File: config.mk
export PLATFORM = sky130hd
export DESIGN_NAME = multilevel_feedback_scheduler_core
export DESIGN_NICKNAME = d
export VERILOG_FILES = /design/src/hw/rtl/mlfq_pkg.sv /design/src/hw/rtl/multilevel_feedback_scheduler_core.sv /design/src/hw/rtl/mlfq_cfg.sv /design/src/hw/rtl/mlfq_ctrl.sv /design/src/hw/rtl/mlfq_datapath.sv
export SDC_FILE = /design/constraint.sdc
export NUM_CORES = 2
export LEC_CHECK = 0
export ABC_AREA = 1
export BUFFER_PORTS_ARGS = -buffer_cell sky130_fd_sc_hd__buf_2
export CORE_MARGIN = 2
export CORE_UTILIZATION = 40
export CTS_CLUSTER_SIZE = 25
export DETAILED_ROUTE_END_ITERATION = 10
export GPL_TIMING_DRIVEN = 0
export PLACE_DENSITY = 0.54
export RECOVER_POWER = 100
export SLEW_MARGIN = 20
export SYNTH_ARGS = -nofsm -noshare
export SYNTH_HDL_FRONTEND = slang
export SYNTH_HIERARCHICAL = 1
export SYNTH_SLANG_ARGS = --single-unit
File: constraint.sdc
create_clock -name clk_i -period 5.4 [get_ports clk_i]
set_input_delay 0.81 -clock clk_i [delete_from_list [all_inputs] [get_ports clk_i]]
set_output_delay 0.81 -clock clk_i [all_outputs]
set_load 0.01 [all_outputs]
File: src/hw/rtl/mlfq_pkg.sv
// ----------------------------------------------------------------------------
// mlfq_pkg
// Shared types and constants of the multilevel feedback queue scheduler.
// ----------------------------------------------------------------------------
package mlfq_pkg;

  // sizing
  localparam int QUEUE_DEPTH = 16;
  localparam int LEVELS      = 4;
  localparam int ID_BITS     = 8;
  localparam int TIME_BITS   = 16;
  localparam int QUANT_W     = 8;

  localparam int PTR_W     = $clog2(QUEUE_DEPTH);
  localparam int CNT_W     = $clog2(QUEUE_DEPTH + 1);
  localparam int LVL_W     = 2;
  localparam int MEM_DEPTH = LEVELS * QUEUE_DEPTH;
  localparam int ADDR_W    = $clog2(MEM_DEPTH);
  localparam int ENTRY_W   = ID_BITS + TIME_BITS;
  localparam int NUM_QREGS = LEVELS - 1;
  localparam int CFG_IDX_W = 2;

  typedef logic [QUANT_W-1:0] quant_t;
  typedef quant_t [NUM_QREGS-1:0] quant_arr_t;

  // configuration register indexes
  localparam logic [CFG_IDX_W-1:0] CFG_QUANTUM_L0 = 2'd0;
  localparam logic [CFG_IDX_W-1:0] CFG_QUANTUM_L1 = 2'd1;
  localparam logic [CFG_IDX_W-1:0] CFG_QUANTUM_L2 = 2'd2;

  // quantum reset values, one per limited level
  localparam quant_t QUANTUM_RESET_L0 = 8'd1;
  localparam quant_t QUANTUM_RESET_L1 = 8'd2;
  localparam quant_t QUANTUM_RESET_L2 = 8'd6;

  // input command codes
  localparam logic CMD_TICK   = 1'b0;
  localparam logic CMD_ARRIVE = 1'b1;

  // controller states
  typedef enum logic [1:0] {
    ST_IDLE,
    ST_EXEC,
    ST_LOAD
  } state_e;

  // what the load step does with the running task
  typedef enum logic [1:0] {
    LD_KEEP,
    LD_ARRIVE,
    LD_POP,
    LD_NONE
  } ld_kind_e;

  // controller to datapath commands
  typedef struct packed {
    logic latch;
    logic exec;
    logic load;
  } ctrl_t;

  // wrap-around pointer increment
  function automatic logic [PTR_W-1:0] next_ptr(input logic [PTR_W-1:0] p);
    next_ptr = (p == PTR_W'(QUEUE_DEPTH - 1)) ? '0 : p + PTR_W'(1);
  endfunction

endpackage

File: src/hw/rtl/multilevel_feedback_scheduler_core.sv
// ----------------------------------------------------------------------------
// multilevel_feedback_scheduler_core
// Four-level feedback queue scheduler with programmable level quanta.
// ----------------------------------------------------------------------------
// Usage:
//   Command channel: a word (cmd_i, task_id_i, burst_time_i) is taken at a
//   rising edge with start_i high and busy_o low. cmd_i selects a scheduler
//   tick or a task arrival.
//   Result channel: done_o is high for exactly one cycle; running_* and
//   remaining_time_o and queue_full_error_o are valid in that cycle only.
//   The receiver cannot stall, so no result is ever held back.
//   Config channel: cfg_valid_i/cfg_ready_o with cfg_index_i selecting the
//   level 0, 1 or 2 quantum; index 3 is ignored. Write only while idle.
// Timing:
//   A word runs an exec step for the FIFO pointer update with the shared
//   queue memory read and write, then a load step for the running task from the
//   registered read data. done_o rises the cycle after that load, and a new
//   word can be accepted in the load cycle, before the last word's result is out.
// Reset:
//   All queues empty, nothing running, quanta back to 1, 2 and 6. Queue
//   memory is not cleared; entries are read only after being written.
// ----------------------------------------------------------------------------
module multilevel_feedback_scheduler_core import mlfq_pkg::*; (
  input  logic                 clk_i,
  input  logic                 rst_ni,
  input  logic                 start_i,
  output logic                 busy_o,
  input  logic                 cmd_i,
  input  logic [ID_BITS-1:0]   task_id_i,
  input  logic [TIME_BITS-1:0] burst_time_i,
  output logic                 done_o,
  output logic                 running_valid_o,
  output logic [ID_BITS-1:0]   running_id_o,
  output logic [LVL_W-1:0]     running_level_o,
  output logic [TIME_BITS-1:0] remaining_time_o,
  output logic                 queue_full_error_o,
  input  logic                 cfg_valid_i,
  output logic                 cfg_ready_o,
  input  logic [CFG_IDX_W-1:0] cfg_index_i,
  input  logic [QUANT_W-1:0]   cfg_data_i
);

  ctrl_t      ctrl;
  quant_arr_t quantum;

  // quantum registers
  mlfq_cfg u_cfg (
    .clk_i       (clk_i),
    .rst_ni      (rst_ni),
    .cfg_valid_i (cfg_valid_i),
    .cfg_ready_o (cfg_ready_o),
    .cfg_index_i (cfg_index_i),
    .cfg_data_i  (cfg_data_i),
    .quantum_o   (quantum)
  );

  // sequencer
  mlfq_ctrl u_ctrl (
    .clk_i   (clk_i),
    .rst_ni  (rst_ni),
    .start_i (start_i),
    .busy_o  (busy_o),
    .done_o  (done_o),
    .ctrl_o  (ctrl)
  );

  // queues and running task
  mlfq_datapath u_datapath (
    .clk_i              (clk_i),
    .rst_ni             (rst_ni),
    .ctrl_i             (ctrl),
    .quantum_i          (quantum),
    .cmd_i              (cmd_i),
    .task_id_i          (task_id_i),
    .burst_time_i       (burst_time_i),
    .running_valid_o    (running_valid_o),
    .running_id_o       (running_id_o),
    .running_level_o    (running_level_o),
    .remaining_time_o   (remaining_time_o),
    .queue_full_error_o (queue_full_error_o)
  );

endmodule

File: src/hw/rtl/mlfq_cfg.sv
// ----------------------------------------------------------------------------
// mlfq_cfg
// Quantum register file, written through a valid/ready channel.
// ----------------------------------------------------------------------------
module mlfq_cfg import mlfq_pkg::*; (
  input  logic                 clk_i,
  input  logic                 rst_ni,
  input  logic                 cfg_valid_i,
  output logic                 cfg_ready_o,
  input  logic [CFG_IDX_W-1:0] cfg_index_i,
  input  logic [QUANT_W-1:0]   cfg_data_i,
  output quant_arr_t           quantum_o
);

  quant_arr_t quantum_q;

  // always able to take a word
  assign cfg_ready_o = 1'b1;

  // register writes; unused indexes are dropped
  always_ff @(posedge clk_i or negedge rst_ni) begin
    if (!rst_ni) begin
      quantum_q[0] <= QUANTUM_RESET_L0;
      quantum_q[1] <= QUANTUM_RESET_L1;
      quantum_q[2] <= QUANTUM_RESET_L2;
    end else if (cfg_valid_i && cfg_ready_o) begin
      unique case (cfg_index_i)
        CFG_QUANTUM_L0: quantum_q[0] <= cfg_data_i;
        CFG_QUANTUM_L1: quantum_q[1] <= cfg_data_i;
        CFG_QUANTUM_L2: quantum_q[2] <= cfg_data_i;
        default: ;
      endcase
    end
  end

  assign quantum_o = quantum_q;

endmodule

File: src/hw/rtl/mlfq_ctrl.sv
// ----------------------------------------------------------------------------
// mlfq_ctrl
// Sequencer: accept a command, run the queue step, then load the run state.
// ----------------------------------------------------------------------------
module mlfq_ctrl import mlfq_pkg::*; (
  input  logic  clk_i,
  input  logic  rst_ni,
  input  logic  start_i,
  output logic  busy_o,
  output logic  done_o,
  output ctrl_t ctrl_o
);

  state_e state_q, state_d;
  logic   done_q;
  logic   accept;

  // state register and result strobe
  always_ff @(posedge clk_i or negedge rst_ni) begin
    if (!rst_ni) begin
      state_q <= ST_IDLE;
      done_q  <= 1'b0;
    end else begin
      state_q <= state_d;
      done_q  <= ctrl_o.load;
    end
  end

  assign busy_o = (state_q == ST_EXEC);
  assign accept = start_i && !busy_o;

  // next state and commands
  always_comb begin
    state_d      = state_q;
    ctrl_o.latch = accept;
    ctrl_o.exec  = 1'b0;
    ctrl_o.load  = 1'b0;
    unique case (state_q)
      ST_IDLE: begin
        if (accept) state_d = ST_EXEC;
      end
      ST_EXEC: begin
        ctrl_o.exec = 1'b1;
        state_d     = ST_LOAD;
      end
      ST_LOAD: begin
        ctrl_o.load = 1'b1;
        state_d     = accept ? ST_EXEC : ST_IDLE;
      end
      default: state_d = ST_IDLE;
    endcase
  end

  assign done_o = done_q;

endmodule

File: src/hw/rtl/mlfq_datapath.sv
// ----------------------------------------------------------------------------
// mlfq_datapath
// Level FIFOs (shared memory plus pointers), running task registers and the
// reschedule decision.
// ----------------------------------------------------------------------------
module mlfq_datapath import mlfq_pkg::*; (
  input  logic                 clk_i,
  input  logic                 rst_ni,
  input  ctrl_t                ctrl_i,
  input  quant_arr_t           quantum_i,
  input  logic                 cmd_i,
  input  logic [ID_BITS-1:0]   task_id_i,
  input  logic [TIME_BITS-1:0] burst_time_i,
  output logic                 running_valid_o,
  output logic [ID_BITS-1:0]   running_id_o,
  output logic [LVL_W-1:0]     running_level_o,
  output logic [TIME_BITS-1:0] remaining_time_o,
  output logic                 queue_full_error_o
);

  // latched command word
  logic                 cmd_q;
  logic [ID_BITS-1:0]   id_q;
  logic [TIME_BITS-1:0] burst_q;

  // FIFO bookkeeping
  logic [LEVELS-1:0][PTR_W-1:0] head_q, tail_q;
  logic [LEVELS-1:0][CNT_W-1:0] cnt_q, cnt_a, cnt_d;
  logic [ENTRY_W-1:0]           fifo_mem_q [MEM_DEPTH];
  logic [ENTRY_W-1:0]           rd_data_q;

  // running task
  logic                 run_valid_q, run_valid_d;
  logic [ID_BITS-1:0]   run_id_q, run_id_d;
  logic [TIME_BITS-1:0] run_time_q, run_time_d;
  logic [LVL_W-1:0]     run_level_q, run_level_d;
  quant_t               qleft_q, qleft_d;

  // decision handed from exec to load
  ld_kind_e         kind_q, kind_d;
  logic [LVL_W-1:0] sel_q;
  logic             bypass_q, drop_q, tick_q;

  // exec step signals
  logic               arrive, expired, finished, resched;
  logic               push_en, push_ok, pop_en, found, bypass, drop;
  logic [LVL_W-1:0]   push_lvl, sel;
  logic [ENTRY_W-1:0] push_data;
  logic [ADDR_W-1:0]  wr_addr, rd_addr;

  // load step signals
  logic [ID_BITS-1:0]   pop_id;
  logic [TIME_BITS-1:0] pop_time;

  // input latch
  always_ff @(posedge clk_i) begin
    if (ctrl_i.latch) begin
      cmd_q   <= cmd_i;
      id_q    <= task_id_i;
      burst_q <= burst_time_i;
    end
  end

  // reschedule decision and push of the arrival or demoted task
  always_comb begin
    arrive   = (cmd_q == CMD_ARRIVE);
    expired  = run_valid_q && (run_level_q != LVL_W'(LEVELS - 1)) && (qleft_q == '0);
    finished = run_valid_q && (run_time_q == '0);
    resched  = !arrive && (!run_valid_q || expired || finished);
    push_en  = 1'b0;
    push_lvl = '0;
    if (arrive) begin
      push_en = run_valid_q;
    end else if (resched && run_valid_q && !finished) begin
      push_en  = 1'b1;
      push_lvl = (run_level_q == LVL_W'(LEVELS - 1)) ? run_level_q
                                                      : run_level_q + LVL_W'(1);
    end
    push_ok   = push_en && (cnt_q[push_lvl] != CNT_W'(QUEUE_DEPTH));
    drop      = push_en && !push_ok;
    push_data = arrive ? {id_q, burst_q} : {run_id_q, run_time_q};
  end

  // counts after the push, then first non-empty level
  always_comb begin
    for (int l = 0; l < LEVELS; l++) begin
      cnt_a[l] = cnt_q[l] + CNT_W'(push_ok && (push_lvl == LVL_W'(l)));
    end
    found = 1'b0;
    sel   = '0;
    for (int l = LEVELS - 1; l >= 0; l--) begin
      if (cnt_a[l] != '0) begin
        found = 1'b1;
        sel   = LVL_W'(l);
      end
    end
    pop_en = resched && found;
    // popping the task just pushed into an empty FIFO: take it from the regs
    bypass = push_ok && (sel == push_lvl) && (cnt_q[sel] == '0);
    for (int l = 0; l < LEVELS; l++) begin
      cnt_d[l] = cnt_a[l] - CNT_W'(pop_en && (sel == LVL_W'(l)));
    end
    priority if (arrive) kind_d = run_valid_q ? LD_KEEP : LD_ARRIVE;
    else if (!resched)   kind_d = LD_KEEP;
    else if (found)      kind_d = LD_POP;
    else                 kind_d = LD_NONE;
  end

  assign wr_addr = ADDR_W'(push_lvl) * ADDR_W'(QUEUE_DEPTH) + ADDR_W'(tail_q[push_lvl]);
  assign rd_addr = ADDR_W'(sel) * ADDR_W'(QUEUE_DEPTH) + ADDR_W'(head_q[sel]);

  // FIFO storage
  always_ff @(posedge clk_i) begin
    if (ctrl_i.exec) begin
      if (push_ok) fifo_mem_q[wr_addr] <= push_data;
      rd_data_q <= fifo_mem_q[rd_addr];
    end
  end

  // pointers and counts
  always_ff @(posedge clk_i or negedge rst_ni) begin
    if (!rst_ni) begin
      head_q <= '0;
      tail_q <= '0;
      cnt_q  <= '0;
    end else if (ctrl_i.exec) begin
      for (int l = 0; l < LEVELS; l++) begin
        if (push_ok && (push_lvl == LVL_W'(l))) tail_q[l] <= next_ptr(tail_q[l]);
        if (pop_en && (sel == LVL_W'(l)))       head_q[l] <= next_ptr(head_q[l]);
        cnt_q[l] <= cnt_d[l];
      end
    end
  end

  // decision registers
  always_ff @(posedge clk_i or negedge rst_ni) begin
    if (!rst_ni) begin
      kind_q   <= LD_KEEP;
      sel_q    <= '0;
      bypass_q <= 1'b0;
      drop_q   <= 1'b0;
      tick_q   <= 1'b0;
    end else if (ctrl_i.exec) begin
      kind_q   <= kind_d;
      sel_q    <= sel;
      bypass_q <= bypass;
      drop_q   <= drop;
      tick_q   <= !arrive;
    end
  end

  // load step: new running task, then tick countdown
  assign pop_id   = bypass_q ? run_id_q : rd_data_q[ENTRY_W-1:TIME_BITS];
  assign pop_time = bypass_q ? run_time_q : rd_data_q[TIME_BITS-1:0];

  always_comb begin
    run_valid_d = run_valid_q;
    run_id_d    = run_id_q;
    run_time_d  = run_time_q;
    run_level_d = run_level_q;
    qleft_d     = qleft_q;
    unique case (kind_q)
      LD_KEEP: ;
      LD_ARRIVE: begin
        run_valid_d = 1'b1;
        run_id_d    = id_q;
        run_time_d  = burst_q;
        run_level_d = '0;
        qleft_d     = quantum_i[0];
      end
      LD_POP: begin
        run_valid_d = 1'b1;
        run_id_d    = pop_id;
        run_time_d  = pop_time;
        run_level_d = sel_q;
        qleft_d     = (sel_q == LVL_W'(LEVELS - 1)) ? '0 : quantum_i[sel_q];
      end
      LD_NONE: run_valid_d = 1'b0;
      default: ;
    endcase
    if (tick_q) begin
      if (run_valid_d && (run_time_d != '0)) run_time_d = run_time_d - TIME_BITS'(1);
      if (qleft_d != '0)                     qleft_d    = qleft_d - QUANT_W'(1);
    end
  end

  always_ff @(posedge clk_i or negedge rst_ni) begin
    if (!rst_ni) begin
      run_valid_q <= 1'b0;
      run_id_q    <= '0;
      run_time_q  <= '0;
      run_level_q <= '0;
      qleft_q     <= QUANTUM_RESET_L0;
    end else if (ctrl_i.load) begin
      run_valid_q <= run_valid_d;
      run_id_q    <= run_id_d;
      run_time_q  <= run_time_d;
      run_level_q <= run_level_d;
      qleft_q     <= qleft_d;
    end
  end

  // result word, zeroed when idle
  assign running_valid_o    = run_valid_q;
  assign running_id_o       = run_valid_q ? run_id_q : '0;
  assign running_level_o    = run_valid_q ? run_level_q : '0;
  assign remaining_time_o   = run_valid_q ? run_time_q : '0;
  assign queue_full_error_o = drop_q;

endmodule
# ---- After elaboration in Yosys (flattened, before gate mapping)
# Memory sizes are Yosys's and may differ from the RTL's. A register that Yosys moved wholly into a read port is not among the register bits.
# Index checks and enable logic that the tools add are counted.
dict set report classes {
  add_sub_neg 21
  muxes 59
  order_cmp 3
  n_reduce_logical 56
  n_eq_ne 28
}
# operator n
set ops {}
lappend ops {{16-bit 2-to-1 mux} 4}
lappend ops {{8-bit 2-to-1 mux} 6}
lappend ops {{4-bit 2-to-1 mux} 10}
lappend ops {{4-bit by 1-bit adder with 4-bit output, second input constant} 8}
lappend ops {{4-bit equality test, second input constant} 8}
lappend ops {{16-bit one-hot mux with 2 select lines} 1}
lappend ops {{8-bit one-hot mux with 2 select lines} 2}
lappend ops {{24-bit 2-to-1 mux} 1}
lappend ops {{2-bit AND reduction} 12}
lappend ops {{2-bit 2-to-1 mux} 11}
lappend ops {{1-bit logical AND} 21}
lappend ops {{5-bit by 1-bit adder with 5-bit output} 4}
lappend ops {{5-bit binary-select mux with 2-bit select} 2}
lappend ops {{2-bit equality test, second input constant} 10}
lappend ops {{5-bit nonzero test} 4}
lappend ops {{5-bit by 1-bit subtractor with 5-bit output} 4}
lappend ops {{4-bit binary-select mux with 2-bit select} 2}
lappend ops {{8-bit binary-select mux with 2-bit select} 1}
lappend ops {{16-bit zero test} 1}
lappend ops {{16-bit nonzero test} 1}
lappend ops {{16-bit by 1-bit subtractor with 16-bit output, second input constant} 1}
lappend ops {{1-bit 2-to-1 mux} 14}
lappend ops {{6-bit by 4-bit adder with 6-bit output} 2}
lappend ops {{2-bit by 1-bit equality test with 1-bit output, second input constant} 5}
lappend ops {{other kinds (20)} 32}
dict set report totals {
  inputBits 39
  elab_cells 198
  memories 1
  ff_bits 146
  output_inout_bits 31
  ramBits 1536
}
# name words word_bits rd rd_clocked_by_memory_dff wr line_no
set mem_list {}
lappend mem_list {u_datapath.fifo_mem_q 64 24 1 1 1 mlfq_datapath.sv:29} ;# logic [ENTRY_W-1:0] fifo_mem_q [MEM_DEPTH];

# ---- Longest topological paths before layout
dict set report depth {
  depth_word 25
  ltp_mapped 36
  depth_no_buf 34
}

# ---- Hierarchy
# The synthesis kept the hierarchy.
# module seq_area_each_um2 area_per_inst_um2 cells_per_inst n_inst
set by_module_without_submodules {}
lappend by_module_without_submodules {mlfq_datapath 49949.2 79017.0 7968 1}
lappend by_module_without_submodules {mlfq_cfg 605.6 1067.3 109 1}
lappend by_module_without_submodules {mlfq_ctrl 75.1 121.4 13 1}

# ---- Least setup slack after synthesis
# No wires, ideal clock.
dict set report synth_path {
  kind {register -> register}
  start {reg u_datapath.qleft_q[1]}
  end {reg u_datapath.rd_data_q[19], read port of u_datapath.fifo_mem_q, data pin}
  arrival_ns 4.144
  synth_period_minus_slack_ns 4.396
  path_stages_with_launch 33
  slack_ns 1.004
  n_path_buf 2
  t_required_ns 5.148
  setup_time_ns 0.252
  path_cell_list {dfrtp_1 nor2_1 nand3_1 a211oi_1 nand4_1 nor2_1 inv_1 o211ai_1 nand3_2 nand2_1 inv_1 ha_1 ha_1 inv_1 nand2_1 nand2_1 nand2_1 nor2_1 nand2_2 nor2_8 nand2_2 nand2_4 nor2_1 nor3_4 buf_2 buf_2 nand3_1 nand3_1 nand2_1 nand2_1 nand2_1 inv_1 nand2_1}
}
dict set report synth_via {
  elab_chain_cells 23
  word_cells_on_any_way 38
  cone_classes {5 x add/sub; 4 x eq/ne; 12 x mux; 17 x reduce/logical}
}
# item line_no
set synth_rtl {}
lappend synth_rtl {{from (decl)} mlfq_datapath.sv:37} ;# quant_t qleft_q, qleft_d;
lappend synth_rtl {{from (signal assigned)} mlfq_datapath.sv:199} ;# qleft_q <= qleft_d;
lappend synth_rtl {{8-bit zero test (*)} mlfq_datapath.sv:67} ;# expired = run_valid_q && (run_level_q != LVL_W'(LEVELS - 1)) && (qleft_q == '0);
lappend synth_rtl {{1-bit logical AND (*)} mlfq_datapath.sv:67}
lappend synth_rtl {{1-bit logical OR (*) (2 in series)} mlfq_datapath.sv:69} ;# resched = !arrive && (!run_valid_q || expired || finished);
lappend synth_rtl {{1-bit logical AND (*)} mlfq_datapath.sv:69}
lappend synth_rtl {{1-bit logical AND (*) (2 in series)} mlfq_datapath.sv:74} ;# end else if (resched && run_valid_q && !finished) begin
lappend synth_rtl {{2-bit 2-to-1 mux} mlfq_datapath.sv:74}
lappend synth_rtl {{2-bit 2-to-1 mux} mlfq_datapath.sv:72} ;# if (arrive) begin
lappend synth_rtl {{5-bit binary-select mux with 2-bit select} mlfq_datapath.sv:79} ;# push_ok = push_en && (cnt_q[push_lvl] != CNT_W'(QUEUE_DEPTH));
lappend synth_rtl {{(+3 left out)} n/a}
lappend synth_rtl {{1-bit logical AND} mlfq_datapath.sv:87} ;# cnt_a[l] = cnt_q[l] + CNT_W'(push_ok && (push_lvl == LVL_W'(l)));
lappend synth_rtl {{5-bit by 1-bit adder with 5-bit output} mlfq_datapath.sv:87}
lappend synth_rtl {{5-bit nonzero test} mlfq_datapath.sv:92} ;# if (cnt_a[l] != '0) begin
lappend synth_rtl {{2-bit 2-to-1 mux (3 in series)} mlfq_datapath.sv:92}
lappend synth_rtl {{2-bit 2-to-1 mux (*)} mlfq_datapath.sv:92}
lappend synth_rtl {{4-bit binary-select mux with 2-bit select} mlfq_datapath.sv:110} ;# assign rd_addr = ADDR_W'(sel) * ADDR_W'(QUEUE_DEPTH) + ADDR_W'(head_q[sel]);
lappend synth_rtl {{4-bit 2-to-1 mux (implied by the code)} mlfq_datapath.sv:110}
lappend synth_rtl {{6-bit by 4-bit adder with 6-bit output (*)} mlfq_datapath.sv:110}
lappend synth_rtl {{to (decl)} mlfq_datapath.sv:30} ;# logic [ENTRY_W-1:0] rd_data_q;
# Every way passes the cells marked *; elsewhere a longest branch is shown, timed or not. The select of a mux whose other input is x is not followed.
# A chain may end at the register's enable or synchronous reset.

# ---- Final worst setup path
dict set report layout_path {
  start {reg u_datapath.qleft_q[1]}
  end {reg u_datapath.rd_data_q[5], read port of u_datapath.fifo_mem_q, data pin}
}
# Same word-level chain as after synthesis.

==> impl_metrics.py <==
metrics = {
    "timing": {
        "clock.fmax_ghz": 0.178,
        "tightestPinTransition_ns": 2.82,
        "timing.final.hold_violations": 0,
        "min_period_ns": 5.62,
        "timing.final.max_slew_violations": 471,
        "timing.final.crit_share": 1.04,
        "setup_slack_ns": -0.219,
        "finalSetupViolations": 58,
        "fin_worst_skew_ns": 0.0418,
        "grt_setup_unrepaired": "yes",
        "slew-limit-headroom": -0.903,
    },
    "power_and_ir_drop": {
        "sequential_share_of_power": 0.241,
        "clkPwrFrac": 0.190,
        "comb_power_share": 0.569,
        "power.share.switching": 0.488,
        "static-leakage-power_nw": 41.5,
        "irDropWorstVdd_v": 0.000447,
        "internal-power_mw": 33.9,
        "power.net_switching_mw": 32.3,
        "p_per_area_nw_per_um2": 677,
    },
    "logic_synthesis": {
        "synth-edff-count": 1585,
        "synthDominantCellAreaShare": 0.593,
        "synth.net_count": 8160,
        "synth_area_per_cell_sq_um": 9.91,
        "synthesis.instances": 8090,
        "synth_flop_cell": "edfxtp_1",
        "asyncSetResetFlopFracSynth": 0.0709,
        "synth-seq-area-share": 0.631,
        "post-synth-top-area-cell": "edfxtp_1",
        "ys_ff_latch": 1706,
        "synth_area_sq_um": 80200,
        "synth_warnings": 6,
        "synthMostInstantiatedCell": "inv_1",
        "synth_cell_types": 52,
        "synth_commonest_cells": "inv_1 (1,745), edfxtp_1 (1,585), nand3_1 (1,428)",
        "synth_area_leaders": "edfxtp_1 (59%), nand3_1 (8.9%), inv_1 (8.2%)",
    },
    "global_routing": {
        "grt_pass1_vias": 58500,
        "wire_length_of_the_first_global_routing_pass_um": 426000,
        "pin_count_of_the_biggest_net_entering_global_routing": 90,
        "number_of_antenna_violations_at_the_first_check_in_global_routing": 21,
        "remaining_global_route_overflow": 0,
        "gr-usage-all-layers": 0.294,
    },
    "finish": {
        "nFillCells": 18200,
        "final_cell_count_no_fill": 11400,
        "final_layout_size_suffix_gt1_frac": 0.174,
        "utilization": 0.490,
        "synthToLayoutAreaGrowth_pct": 21.9,
        "fin_nets": 8622,
    },
    "clock_tree": {
        "sink_count": 1706,
        "buffer_depth_of_the_longest_clock_path": 3,
        "cts.clk_slew.worst_paths_ns": 0.06,
        "htree_levels": 4,
        "clock_insertion_delay_worst_skew_ns": 0.88,
        "cts_made_buffers": 187,
        "clock_tree.root_cell": "clkbuf_16",
        "tritoncts": "yes",
    },
    "setup_path": {
        "setup.worst_path.start_class": "flip-flop",
        "critPathMaxStageDelay_ns": 0.39,
        "slowest_stage": "dfrtp_1",
        "arrival_ns": 6.20,
        "crit_top_cell": "nand2_1",
        "required_time_of_the_critical_path_ns": 5.98,
        "critical_path_class": "flip-flop to flip-flop",
        "end_kind": "flip-flop",
        "cp_max_fo": 10,
    },
    "status": {
        "outcome": "finished, violations left",
        "failed_checks": "max-capacitance violations, max-slew violations, negative setup slack",
    },
    "floorplan": {
        "std_cell_core_area_sq_um": 199000,
        "floorplan.die.height_um": 452,
        "die_area_sq_um": 204000,
        "initial_utilization": 0.402,
        "die_w_um": 452,
        "floorplan.io_pins": 70,
        "placement_rows": 164,
    },
    "place": {
        "detailed_place_hpwl_um": 220000,
        "gp_routability_congestion": 0.982,
        "place_inst": 10900,
        "place.port_buffers": 67,
    },
    "drt": {
        "initialDrtViolationCount": 7578,
        "postRouteWirelength_um": 305000,
        "vias": 62300,
        "post_drt_wl_per_cell_um": 26.9,
        "drt.antenna.violating_nets": 0,
        "drc_violations_left": 0,
        "drt-vias-per-instance": 5.48,
        "firstDrtPassIters": 6,
    },
    "worst_hold_path": {
        "class_of_the_worst_hold_path": "input pin to flip-flop",
    },
    "flow_run": {
        "max-cap-violations": 20,
    },
}
[state kept, by name, indices dropped and copies added (netlist names)]
signal and count:
u_datapath/arrive 1, u_datapath/tick_q 1, u_datapath/id_q 8, u_datapath/sel_q 2, u_datapath/kind_q 2, u_datapath/bypass_q 1
u_datapath/head_q 16, u_datapath/queue_full_error_o 1, u_datapath/tail_q 16, u_datapath/burst_q 16, u_datapath/fifo_mem_q 1536, u_datapath/run_level_q 2
u_datapath/running_valid_o 1, u_datapath/rd_data_q 24, u_ctrl/state_q 2, u_datapath/run_time_q 16, u_datapath/cnt_q 20, u_ctrl/done_o 1
u_datapath/qleft_q 8, u_datapath/run_id_q 8, u_cfg/quantum_o 24
[layer usage]
layer  track usage  up-vias  routed length, um
met5             0        -                 59
met1         0.382    30500             120000
met2         0.465     2872             139000
li1              -    28200                  -
met4         0.157       10              19200
met3        0.0568      685              27000
[layout by cell type (no fill, tap or decap), types with 68 or more instances in the layout]
| cell | instances |
|---|---|
| buf_4 | 123 |
| edfxtp_1 | 1585 |
| nand3_4 | 110 |
| nand3_2 | 255 |
| nand3_1 | 1076 |
| inv_1 | 1715 |
| nor2_1 | 75 |
| clkbuf_16 | 196 |
| nand4_1 | 801 |
| o21ai_0 | 110 |
| nor2_4 | 71 |
| dfrtp_1 | 114 |
| buf_2 | 166 |
| buf_12 | 68 |
| clkbuf_2 | 102 |
| nand2_1 | 1299 |
| clkbuf_1 | 190 |
[stage by stage]
stage	setup TNS, ns	hold WS [ns]	area, sq um	power [mW]	setup WS [ns]
6_report	-4.50	0.131	97800	66.2	-0.219
5_1_grt	-7.56	0.101	97700	68.3	-0.384
4_1_cts	-0.189	0.0894	98300	64.4	-0.0547
3_5_place_dp	-49.57	0.450	87900	46.2	-2.30
3_3_place_gp	-7673.94	0.434	83900	45.6	-7.78
2_1_floorplan	0	0.423	80200	31.9	1.00
[worst max-delay path, delay by kind of cell, from the launching register on]
kind	cells	cell delay, ns
DFF	1	0.39
buffers and inverters	11	1.51
and+or+nand+nor	22	2.54
adders and majority gates	2	0.37
AOI/OAI and AO/OA	3	0.47
[power groups by stage]
| stage | sequential (mW) | combinational (mW) | clock [mW] |
|---|---|---|---|
| 2_1_floorplan | 16.1 | 15.8 | 0 |
| 3_3_place_gp | 16.6 | 29.0 | 0 |
| 3_5_place_dp | 16.1 | 30.0 | 0 |
| 4_1_cts | 15.9 | 35.8 | 12.8 |
| 5_1_grt | 16.0 | 39.1 | 13.3 |
| 6_report | 16.0 | 37.6 | 12.6 |
[cells by family (layout without fill, tap and decap cells)]
kind of cell / after synthesis / in the layout / share of synthesized area
other cells: 1 / 12 / 0.0000468
buf+inv: 2302 / 2917 / 0.116
compound gates: 186 / 186 / 0.0129
xor+xnor: 46 / 46 / 0.00512
fa+ha+maj: 31 / 31 / 0.00484
simple gates: 3818 / 3818 / 0.229
flops: 1706 / 1706 / 0.631
[final timing paths]
kind | start | endpoint | slack [ns] | cells past startpoint
worst min register to register | u_ctrl/state_q[1] | u_ctrl/state_q[1] | 0.46 | 1
worst max-delay path | u_datapath/qleft_q[1] | u_datapath/rd_data_q[5] | -0.22 | 38
worst max register to register | u_datapath/qleft_q[1] | u_datapath/rd_data_q[5] | -0.22 | 38
min in group asynchronous | rst_ni | u_datapath/head_q[8] | 1.01 | 2
worst min-delay path | task_id_i[5] | u_datapath/id_q[5] | 0.13 | 1
max in group asynchronous | rst_ni | u_datapath/run_time_q[15] | 1.02 | 3
[cell type report]
| cell class | count | area [sq um] | area share |
|---|---|---|---|
| clock buffer | 224 | 4860 | 0.0497 |
| multi-input combinational | 4082 | 24000 | 0.245 |
| buffer | 539 | 4100 | 0.0419 |
| sequential | 1706 | 50600 | 0.518 |
| timing repair buffer | 274 | 3120 | 0.0319 |
| antenna | 11 | 27.5 | 0.000282 |
| inverter | 1762 | 6640 | 0.0680 |
| tap | 2656 | 3320 | 0.0340 |
| clock inverter | 118 | 1090 | 0.0112 |
[timing repair]
action	in CTS	in global routing
cloned	10	7
setup buffers	45	9
gates resized for setup	955	257
endpoints found under the setup margin	27	24
hold buffers	1	0
pin swaps	115	112
endpoints found under the hold margin	32	0
(Power assumes the default switching activity.)
